$ cat src/seg_isect_skid.sv
// ---------------------------------------------------------------------------
// seg_isect_skid
// Output register with a one-word skid stage; frees the pipeline from the
// output handshake.
// ---------------------------------------------------------------------------
`default_nettype none

module seg_isect_skid #(
  parameter int DATA_WIDTH = 34
) (
  input  logic                  clk,
  input  logic                  rst,
  input  logic                  in_valid,
  input  logic [DATA_WIDTH-1:0] in_data,
  output logic                  in_ready,
  output logic                  out_valid,
  input  logic                  out_ready,
  output logic [DATA_WIDTH-1:0] out_data
);

  logic                  skid_v;
  logic [DATA_WIDTH-1:0] skid_data;
  logic                  take;

  // Pipeline moves only while the skid slot is free
  assign in_ready = !skid_v;
  assign take     = in_valid && !skid_v;

  // Valid bits
  always_ff @(posedge clk) begin
    if (rst) begin
      out_valid <= 1'b0;
      skid_v    <= 1'b0;
    end else if (!out_valid || out_ready) begin
      out_valid <= skid_v || take;
      skid_v    <= 1'b0;
    end else if (take) begin
      skid_v <= 1'b1;
    end
  end

  // Payload
  always_ff @(posedge clk) begin
    if (!out_valid || out_ready) begin
      out_data <= skid_v ? skid_data : in_data;
    end else if (take) begin
      skid_data <= in_data;
    end
  end

endmodule

`default_nettype wire

$ cat config.mk
export PLATFORM = sky130hd
export DESIGN_NAME = seg_isect_skid
export DESIGN_NICKNAME = d
export VERILOG_FILES = /design/src/seg_isect_skid.sv
export SDC_FILE = /design/constraint.sdc
export NUM_CORES = 1
export LEC_CHECK = 0
export ABC_AREA = 1
export BUFFER_PORTS_ARGS = -buffer_cell sky130_fd_sc_hd__buf_2
export CAP_MARGIN = 20
export CORE_ASPECT_RATIO = 0.7
export CORE_MARGIN = 3
export CORE_UTILIZATION = 40
export CTS_BUF_LIST = sky130_fd_sc_hd__clkbuf_8 sky130_fd_sc_hd__clkbuf_16
export CTS_CLUSTER_SIZE = 14
export DETAILED_ROUTE_END_ITERATION = 10
export PLACE_DENSITY = 0.64
export SLEW_MARGIN = 10
export SYNTH_ARGS = -nofsm -noshare
export SYNTH_HDL_FRONTEND = slang
export SYNTH_SLANG_ARGS = --single-unit
$ cat constraint.sdc
create_clock -name clk -period 3.4 [get_ports clk]
set_clock_uncertainty 0.15 [all_clocks]
set_input_delay 0 -clock clk [delete_from_list [all_inputs] [get_ports clk]]
set_output_delay 0 -clock clk [all_outputs]
set_load 0.02 [all_outputs]
After elaboration in Yosys (flattened, before gate mapping)
Cells that the tools add are included.
{"block": "op_classes", "muxes": 1, "reduce_logical": 7, "bitwise_logic": 1}
{"op": "2-to-1 mux 34 bit", "n": 1}
{"op": "zero test 1 bit", "n": 2}
{"op": "logical OR 1 bit", "n": 2}
{"op": "AND reduction 2 bit", "n": 1}
{"op": "OR reduction 2 bit", "n": 1}
{"op": "logical AND 1 bit", "n": 1}
{"op": "NOT 1 bit", "n": 1}
{"block": "totals", "inputBits": 38, "ff_bits": 70, "out_inout_bits": 36, "elab_cells": 13}

Logic depth before layout (Yosys ltp)
Gate-level depths: netlist (run 1).
{"block": "depth", "depth_word": 4, "mapped_depth": 5, "depth_no_buf": 3}

Worst setup path before layout (run 1)
OpenSTA, ideal clock, no wires.
{"block": "synth_path", "kind": "reg2reg", "startpoint": "register out_valid", "endpoint": "register skid_data[0], enable pin", "required_ns": 2.824, "stages_incl_launch_ff": 3, "setup_time_ns": 0.426, "path_buffers": 0, "arrival_ns": 2.817, "synth_period_minus_slack_ns": 3.393, "setup_slack_ns": 0.007, "path_cell_list": "dfxtp_1 nand2_1 nor2_1"}
{"block": "synth_between", "elab_chain_cells": 4}
{"item": "start, declared", "line": "16", "rtl": "output logic out_valid,"}
{"item": "start signal, assigned", "line": "35", "rtl": "out_valid <= skid_v || take;"}
{"item": "zero test 1 bit", "line": "44", "rtl": "if (!out_valid || out_ready) begin"}
{"item": "logical OR 1 bit", "line": "44"}
{"item": "NOT 1 bit (no source line)"}
{"item": "AND reduction 2 bit (no source line)"}
{"item": "end signal, assigned", "line": "47", "rtl": "skid_data <= in_data;"}
{"item": "end, declared", "line": "22", "rtl": "logic [DATA_WIDTH-1:0] skid_data;"}
Every way passes these cells.
A chain may end at the register's enable or synchronous reset.

Worst setup path in the final report (run 1)
{"block": "layout_path", "startpoint": "register skid_v", "endpoint": "register skid_data[24], enable pin"}
{"block": "layout_between", "elab_chain_cells": 3}
{"item": "start, declared", "line": "21", "rtl": "logic skid_v;"}
{"item": "start signal, assigned", "line": "33", "rtl": "skid_v <= 1'b0;"}
{"item": "start signal, assigned", "line": "36", "rtl": "skid_v <= 1'b0;"}
{"item": "start signal, assigned", "line": "38", "rtl": "skid_v <= 1'b1;"}
{"item": "zero test 1 bit", "line": "27", "rtl": "assign take = in_valid && !skid_v;"}
{"item": "logical AND 1 bit", "line": "27"}
{"item": "AND reduction 2 bit (no source line)"}
Every way passes these cells.

==> results.cfg, run 1 <==
[run_status]
outcome = finished clean

[yosys]
yosysUniqueCellTypes = 12
syn_nets = 228
ys_seq_area_share_pct = 78.5
synthesis.area_sq_um = 2650
ys_warn_count = 0
synth_area_leaders = edfxtp_1 77%, nand2_1 12%, nand2_2 4.5%
ys_ff_latch = 70
synth_top_area_share_pct = 77.0
syn-instance-count = 190
synth_area_per_cell_sq_um = 14.0
yosysTopAreaCell = edfxtp_1

[cells_and_area]
mostFrequentLayoutCells = 85 x nand2_1, 73 x buf_2, 68 x edfxtp_1, 38 x dlygate4sd3_1, 20 x nand2_2
syn_to_final_growth_pct = 36.8
design_area_sq_um = 3630
drive_gt1_share_pct = 36.1
final_common_cell = nand2_1
antenna_cells = 0
final_net_count = 344

[pwr]
p_clk_share_pct = 34.3
p_switching_w = 0.000414
peakVddDrop_mv = 0.315
pwr-share-seq_pct = 54.9
power_w = 0.00185
power_frac_comb_pct = 10.7
p_leak_nw = 1.55
power.internal_w = 0.00143
switching_share_pct = 22.4
p_per_area_nw_per_um2 = 509

[clock_network]
path_clk_slew_ps = 70
cts_sinks = 70
htree_levels = 3
cts_setup_buffers = 0
clock_latency_ps = 340
clock_path_buffers = 2
postCtsHoldBufs = 38
cts_buffers = 9
cts_root_buf = clkbuf_8
cts_tree = built
cts_resized = 0

[routing]
vias = 1704
dr.pass1.iters = 4
post-route-drc-count = 0
via_per_inst = 4.25
drt.antenna.violating_nets = 0
routedWlPerCell_microns = 12.9
drt-initial-drc-count = 93
totalWireLength_microns = 5170

[critical_path]
crit_buf_inv = 1
cp_max_fo = 37
setup.worst_path.class = reg2reg
critPathMaxStageDelay_ps = 710
crit_family = simple AND/OR/NAND/NOR gates
crit_cells = 3
ff2ff_setup_slack_ps = 1110
worst_ep_arrival_time_ps = 2100
r2r_end = skid_data[24]
required_ps = 3210
cp-end-kind = flop
setup.worst_path.start = skid_v
worstReg2RegStart = skid_v
cp_slowest_cell = nor2_4
crit_path_end = skid_data[24]
worstSetupStartpointType = flop
reg2reg_depth = 3
worstPathCellList = inv_8, nand2_1, nor2_4

[timing]
tightestPinTransition_ps = 908
rsz0062_at_grt = no
slew_violations = 0
setup_viol = 0
fin_crit_ps = 2290
timing.slew.headroom_pct = 39.3
tns_ps = 0
hold_violations = 0
max_freq_mhz = 436
fin_crit_sh_pct = 67.4
hold_ws_ps = 87.8

[die]
start_util_pct = 41.9
dieArea_sq_um = 7660
ios = 74
die_x_microns = 103
row_count = 24
coreArea_sq_um = 6340
die_height_microns = 74.1

[flow_run]
maxCapViolations = 0

[grt]
grtUsageTotal_pct = 14.9
gr-total-overflow = 0
use_met2_pct = 21.3
antenna_found_initial = 0
use_met1_pct = 19.7
grt_start_max_net_pins = 38
use_met3_pct = 7.50
grt_pass1_vias = 1684
grt_pass1_wl_microns = 8180
top_usage_layer = met2

[placed_design]
port_buffers = 73
placed_cell_area_sq_um = 3060
place.gp.congestion = 0.680
hpwlAfterDp_microns = 3240

[min_path]
hp-class = in2reg
-- worst min path at each step --
stage / startpoint / endpoint / slack (ps) / cells after the start
after global routing: out_ready / skid_data[31] / 110 / 4
after floorplan: in_data[0] / skid_data[0] / -50 / 0
final: out_ready / skid_data[7] / 90 / 4
after detailed placement: in_data[33] / skid_data[33] / 50 / 1
after global placement: in_data[33] / skid_data[33] / 50 / 1
after CTS: out_ready / skid_data[31] / 80 / 4
-- worst reg2reg max path, delay by kind of cell (launching register included) --
kind	cells	cell delay, ps
buffers and inverters	1	340
AND/OR/NAND/NOR	2	860
flip-flops	1	550
-- flip-flops by register name (all words and copies together), names as in the netlist --
name and cells:
out_valid 1, skid_data 34, skid_v 1, out_data 34
-- stage by stage --
stage	setup WS [ps]	std cells	util, %
3_3_place_gp	1140	348	48.3
5_1_grt	934	401	57.3
2_1_floorplan	6.88	190	-
4_1_cts	1100	401	57.3
3_5_place_dp	1120	348	48.3
6_report	1110	401	57.3
-- routing by layer --
layer,vias to the layer above,part of all wire (%)
li1,871,-
met1,755,48
met2,66,42
met3,12,8.2
met4,0,1.7
met5,-,0
-- synthesized netlist by cell type (all sizes together) --
cell type	n
nand2	105
nor2	3
dfxtp	2
buf	7
o21ai	1
edfxtp	68
inv	3
nand3	1
-- logic make-up after synthesis --
family,share of synthesized area [%]
simple gates,17.3
compound gates,0.188
flops,78.5
buf+inv,4.06
-- layout make-up --
cell class                 count  area (sq um)
sequential                    70          2080
clock inverter                 5          50.0
clock buffer                  10           138
multi-input combinational    110           473
tap                           91           114
timing repair buffer         112           753
fill                         530          2710
inverter                       3          18.8
-- power groups by stage --
stage,combinational [W],clock (W),sequential [W]
floorplan,0.0000465,0,0.00108
global placement,0.000164,0,0.00103
detailed placement,0.000166,0,0.00103
CTS,0.000200,0.000648,0.00102
global route,0.000217,0.000694,0.00102
finish,0.000198,0.000634,0.00101
Note: power is estimated with default switching activity, not from simulation.
==> run 2: changes to the inputs <==
- ABC_AREA: 1 -> 0
- clock period: 3.4 -> 2 ns (I/O delays scaled with it)
==> run 2 against run 1 <==
Power increased by 66%. Cell count decreased by 18%. Count of clock-buffer cells in the layout decreased by 1. Largest power group unchanged. Wire length decreased by 5.7%. Synthesized cell count decreased by 40%.
==> results.cfg, run 2 <==
[timing]
tightestPinTransition_ps = 262
slew_violations = 0
timing.slew.headroom_pct = 82.5
fin_crit_ps = 1820
fin_crit_sh_pct = 91.0
hold_violations = 0
setup_viol = 0
fin_ws_ps = 181
max_freq_mhz = 550
rsz0062_at_grt = no

[critical_path]
worstPathCellList = nand2b_4, buf_4, a21oi_1, dlygate4sd3_1
cp_slowest_cell = dlygate4sd3_1
crit_buf_inv = 2
crit_family = buffers and inverters
worstSetupStartpointType = flop
worst_ep_arrival_time_ps = 1890
cp_max_fo = 21
required_ps = 2070
cp-end-kind = flop
critPathMaxStageDelay_ps = 550
setup.worst_path.class = reg2reg

[yosys]
synthesis.area_sq_um = 2660
ys_ff_latch = 70
ys_seq_area_share_pct = 78.2
ys_async_sr_fraction_pct = 0
synth_area_leaders = edfxtp_1 77%, mux2_4 15%, mux2_2 3.0%
syn_nets = 152
synth_flop_cell = edfxtp_1
synth_common_cells = 68 x edfxtp_1, 27 x mux2_4, 7 x mux2_2, 2 x buf_12, 2 x dfxtp_1
ys_warn_count = 0
yosysMostFrequentCell = edfxtp_1
synth_area_per_cell_sq_um = 23.4
yosysUniqueCellTypes = 13
synth_edf_count = 68
syn-instance-count = 114
yosysTopAreaCell = edfxtp_1
synth_top_area_share_pct = 76.7

[clock_network]
cts_sinks = 70
clock_path_buffers = 2
cts_tree = built
cts_root_buf = clkbuf_8
path_clk_slew_ps = 70
htree_levels = 3
cts_buffers = 9
clock_latency_ps = 330

[die]
start_util_pct = 42.0
ios = 74
die_height_microns = 74.3
row_count = 24
die_x_microns = 104
dieArea_sq_um = 7690
coreArea_sq_um = 6340

[routing]
dr.pass1.iters = 4
vias = 1439
drt.antenna.violating_nets = 0
via_per_inst = 4.36
routedWlPerCell_microns = 14.8
drt-initial-drc-count = 63
totalWireLength_microns = 4880
post-route-drc-count = 0

[placed_design]
place.gp.congestion = 0.695
hpwlAfterDp_microns = 3180
port_buffers = 73
post-place-ws_ps = 510

[grt]
grt_pass1_vias = 1548
gr-total-overflow = 0
grt_start_max_net_pins = 35
grt_pass1_wl_microns = 7700
grtUsageTotal_pct = 13.6
antenna_found_initial = 0

[run_status]
outcome = finished clean

[min_path]
hp-class = in2reg

[cells_and_area]
fillers = 489
antenna_cells = 0
reg.largest.list = out_data: 34 flops, skid_data: 34 flops
syn_to_final_growth_pct = 38.8
fin_util_pct = 58.4
final_common_cell = buf_2
mostFrequentLayoutCells = 73 x buf_2, 68 x edfxtp_1, 37 x dlygate4sd3_1, 27 x mux2_4, 9 x clkbuf_8
drive_gt1_share_pct = 52.3
final_net_count = 273

[pwr]
p_leak_nw = 1.48
peakVddDrop_mv = 0.388
p_per_area_nw_per_um2 = 828

[flow_run]
maxCapViolations = 0
run 2: cell types whose count changed after synthesis, sizes merged:
cell / delta
nand2b: +1
nor3b: +1
a21oi: +1
inv: -2
nor2: -2
nand2: -105
mux2: +34
o21ai: -1
buf: -3
nor3: +1
nand3: -1
run 2: cell families after synthesis:
kind of cell,synth area share (%)
simple gates,0.845
mux,18.2
flops,78.2
compound gates,0.188
buf+inv,2.63
run 2: metal layers:
metal  GRT usage, %  wire length [microns]  share of wire, %
met5              0                      0                 0
met4           4.42                     51               1.0
met3           6.76                    288               5.9
met2           22.4                   2530                52
met1           16.0                   2010                41
run 2: timing repair:
action / in CTS / in global routing
gates resized for setup: 0 / 0
hold buffers: 37 / 0
endpoints found under the hold margin: 70 / 0
setup buffers: 0 / 0
run 2: report_power, final:
| part | switching (W) | internal, W |
|---|---|---|
| registers | 0.0000215 | 0.00169 |
| logic | 0.000162 | 0.000171 |
| clock network | 0.000470 | 0.000547 |
run 2: layout make-up:
cell class	instances	area (sq um)	share of cell area, %
flip-flops and latches	70	2090	56.4
repair buffers	114	791	21.4
multi-input cells	39	531	14.3
clock buffers	9	124	3.35
well taps	91	114	3.08
clock inverters	6	48.8	1.32
inverters	1	3.75	0.101
run 2: path summary, 6_finish.rpt:
| kind | from | end | slack (ps) | cells after the start |
|---|---|---|---|---|
| worst max-delay path | out_valid | out_valid | 180 | 4 |
| worst min-delay path | out_ready | out_data[12] | 40 | 2 |
| worst max register to register | out_valid | out_valid | 180 | 4 |
| worst min register to register | skid_data[32] | out_data[32] | 400 | 1 |
run 2: stage by stage:
stage	TNS, ps	power, W	cells	hold WS, ps	area (sq um)
6_report	0	0.00306	330	39.7	3700
5_1_grt	0	0.00320	330	45.0	3700
4_1_cts	0	0.00311	330	25.2	3700
3_5_place_dp	0	0.00202	278	18.1	3160
3_3_place_gp	0	0.00201	278	19.0	3160
2_1_floorplan	-5890	0.00191	114	-90.6	2690
run 2: worst reg2reg max path: stages (launching register included):
cell and delay [ps]:
dfxtp_4 350, nand2b_4 220, buf_4 340, a21oi_1 100
dlygate4sd3_1 550
==> run 3: changes to the inputs <==
- CELL_PAD_IN_SITES_DETAIL_PLACEMENT: unset -> 1
- CELL_PAD_IN_SITES_GLOBAL_PLACEMENT: unset -> 2
- CORE_UTILIZATION: 40 -> 34
- PLACE_DENSITY: 0.64 -> 0.72
==> run 3 against run 2 <==
Sequential power about the same. Die area grew 16%. Cell count increased by 1.8%. Critical endpoint unchanged. Largest power group unchanged. Highest routed layer unchanged.
==> results.cfg, run 3 (synthesis gave the netlist of run 2 again) <==
[run_status]
outcome = finished clean

[timing]
rsz0062_at_grt = no
hold_violations = 0
slew_violations = 0
hold_ws_ps = 97.9
max_freq_mhz = 543
fin_ws_ps = 158
fin_crit_sh_pct = 92.1
tightestPinTransition_ps = 675
setup_viol = 0
fin_crit_ps = 1840
timing.slew.headroom_pct = 55.0

[cells_and_area]
design_area_sq_um = 3680
fillers = 732
drive_gt1_share_pct = 52.9
mostFrequentLayoutCells = 73 x buf_2, 68 x edfxtp_1, 37 x dlygate4sd3_1, 27 x mux2_4, 9 x clkbuf_8
reg.largest.list = out_data: 34 flops, skid_data: 34 flops
final_net_count = 273
syn_to_final_growth_pct = 38.1
final_common_cell = buf_2
antenna_cells = 0
fin_util_pct = 49.4
multi_input_area_sq_um = 531
ff_latch_area_sq_um = 2090

[clock_network]
clock_latency_ps = 330
cts_tree = built
htree_levels = 3
path_clk_slew_ps = 70
cts_buffers = 9
cts_root_buf = clkbuf_8
clock_path_buffers = 2
cts_sinks = 70
cts_setup_buffers = 0

[placed_design]
place.gp.congestion = 0.729
post-place-ws_ps = 243
hpwlAfterDp_microns = 3630
placed_cell_area_sq_um = 3160
port_buffers = 73

[critical_path]
crit_buf_inv = 1
worstPathCellList = nor2_1, a21oi_1, dlygate4sd3_1
cp-end-kind = flop
cp_slowest_cell = dfxtp_2
worst_ep_arrival_time_ps = 1960
required_ps = 2120
crit_family = flip-flops
setup.worst_path.class = reg2reg
worstSetupStartpointType = flop
cp_max_fo = 21
critPathMaxStageDelay_ps = 770

[routing]
via_per_inst = 4.49
routedWlPerCell_microns = 16.2
totalWireLength_microns = 5430
post-route-drc-count = 0
drt.antenna.violating_nets = 0
vias = 1507
drt-initial-drc-count = 49
dr.pass1.iters = 4

[pwr]
p_per_area_nw_per_um2 = 797
p_leak_nw = 1.46
peakVddDrop_mv = 0.359

[grt]
grt_pass1_vias = 1685
gr-total-overflow = 0
grtUsageTotal_pct = 12.9
grt_start_max_net_pins = 37
grt_pass1_wl_microns = 8650
antenna_found_initial = 0

[die]
coreArea_sq_um = 7450
row_count = 26
die_height_microns = 80.1
start_util_pct = 35.8
ios = 74
die_x_microns = 112
dieArea_sq_um = 8950

[min_path]
hp-class = in2reg

[flow_run]
maxCapViolations = 0
==> run 3: tightest hold or removal path, delay by kind of cell <==
| kind | cells | cell delay (ps) |
|---|---|---|
| and+or+nand+nor | 2 | 170 |
| buffers and inverters | 2 | 230 |
==> run 3: worst paths after layout <==
path	start	endpoint	slack (ps)	cells past startpoint
max reg2reg	skid_v	out_valid	160	3
max	skid_v	out_valid	160	3
min	out_ready	skid_data[8]	100	4
min reg2reg	skid_data[29]	out_data[29]	400	1
==> run 3: final cells by class <==
cell class              instances  share of cell area, %
well taps                      98                   3.33
clock inverters                 5                  0.578
clock buffers                   9                   3.37
multi-input cells              39                   14.4
repair buffers                114                   21.5
inverters                       1                  0.102
flip-flops and latches         70                   56.7
==> run 3: repair_timing <==
| action | 4_1_cts | 5_1_grt |
|---|---|---|
| gates resized for setup | 0 | 0 |
| endpoints found under the setup margin | 0 | 0 |
| endpoints found under the hold margin | 70 | 0 |
| hold buffers | 37 | 0 |
==> run 3: metrics by stage <==
stage / cells / setup TNS [ps] / total power (W)
after floorplan: 114 / -5890 / 0.00191
after global placement: 285 / 0 / 0.00202
after detailed placement: 285 / 0 / 0.00203
after CTS: 336 / 0 / 0.00299
after global routing: 336 / 0 / 0.00308
final: 336 / 0 / 0.00293
==> run 3: layer usage <==
layer	routed length [microns]	track usage (%)	share of wire (%)	vias up
met4	78	4.13	1.4	0
met1	2250	14.6	41	755
met2	2700	22.1	50	56
met3	399	5.57	7.3	8
li1	-	-	-	688
met5	0	0	0	-
==> run 3: power by group <==
| group | internal, W | leakage (nW) | switching (W) |
|---|---|---|---|
| registers | 0.00169 | 0.679 | 0.0000256 |
| clock network | 0.000418 | 0.0848 | 0.000464 |
| logic | 0.000171 | 0.695 | 0.000163 |
| total | 0.00228 | 1.46 | 0.000653 |
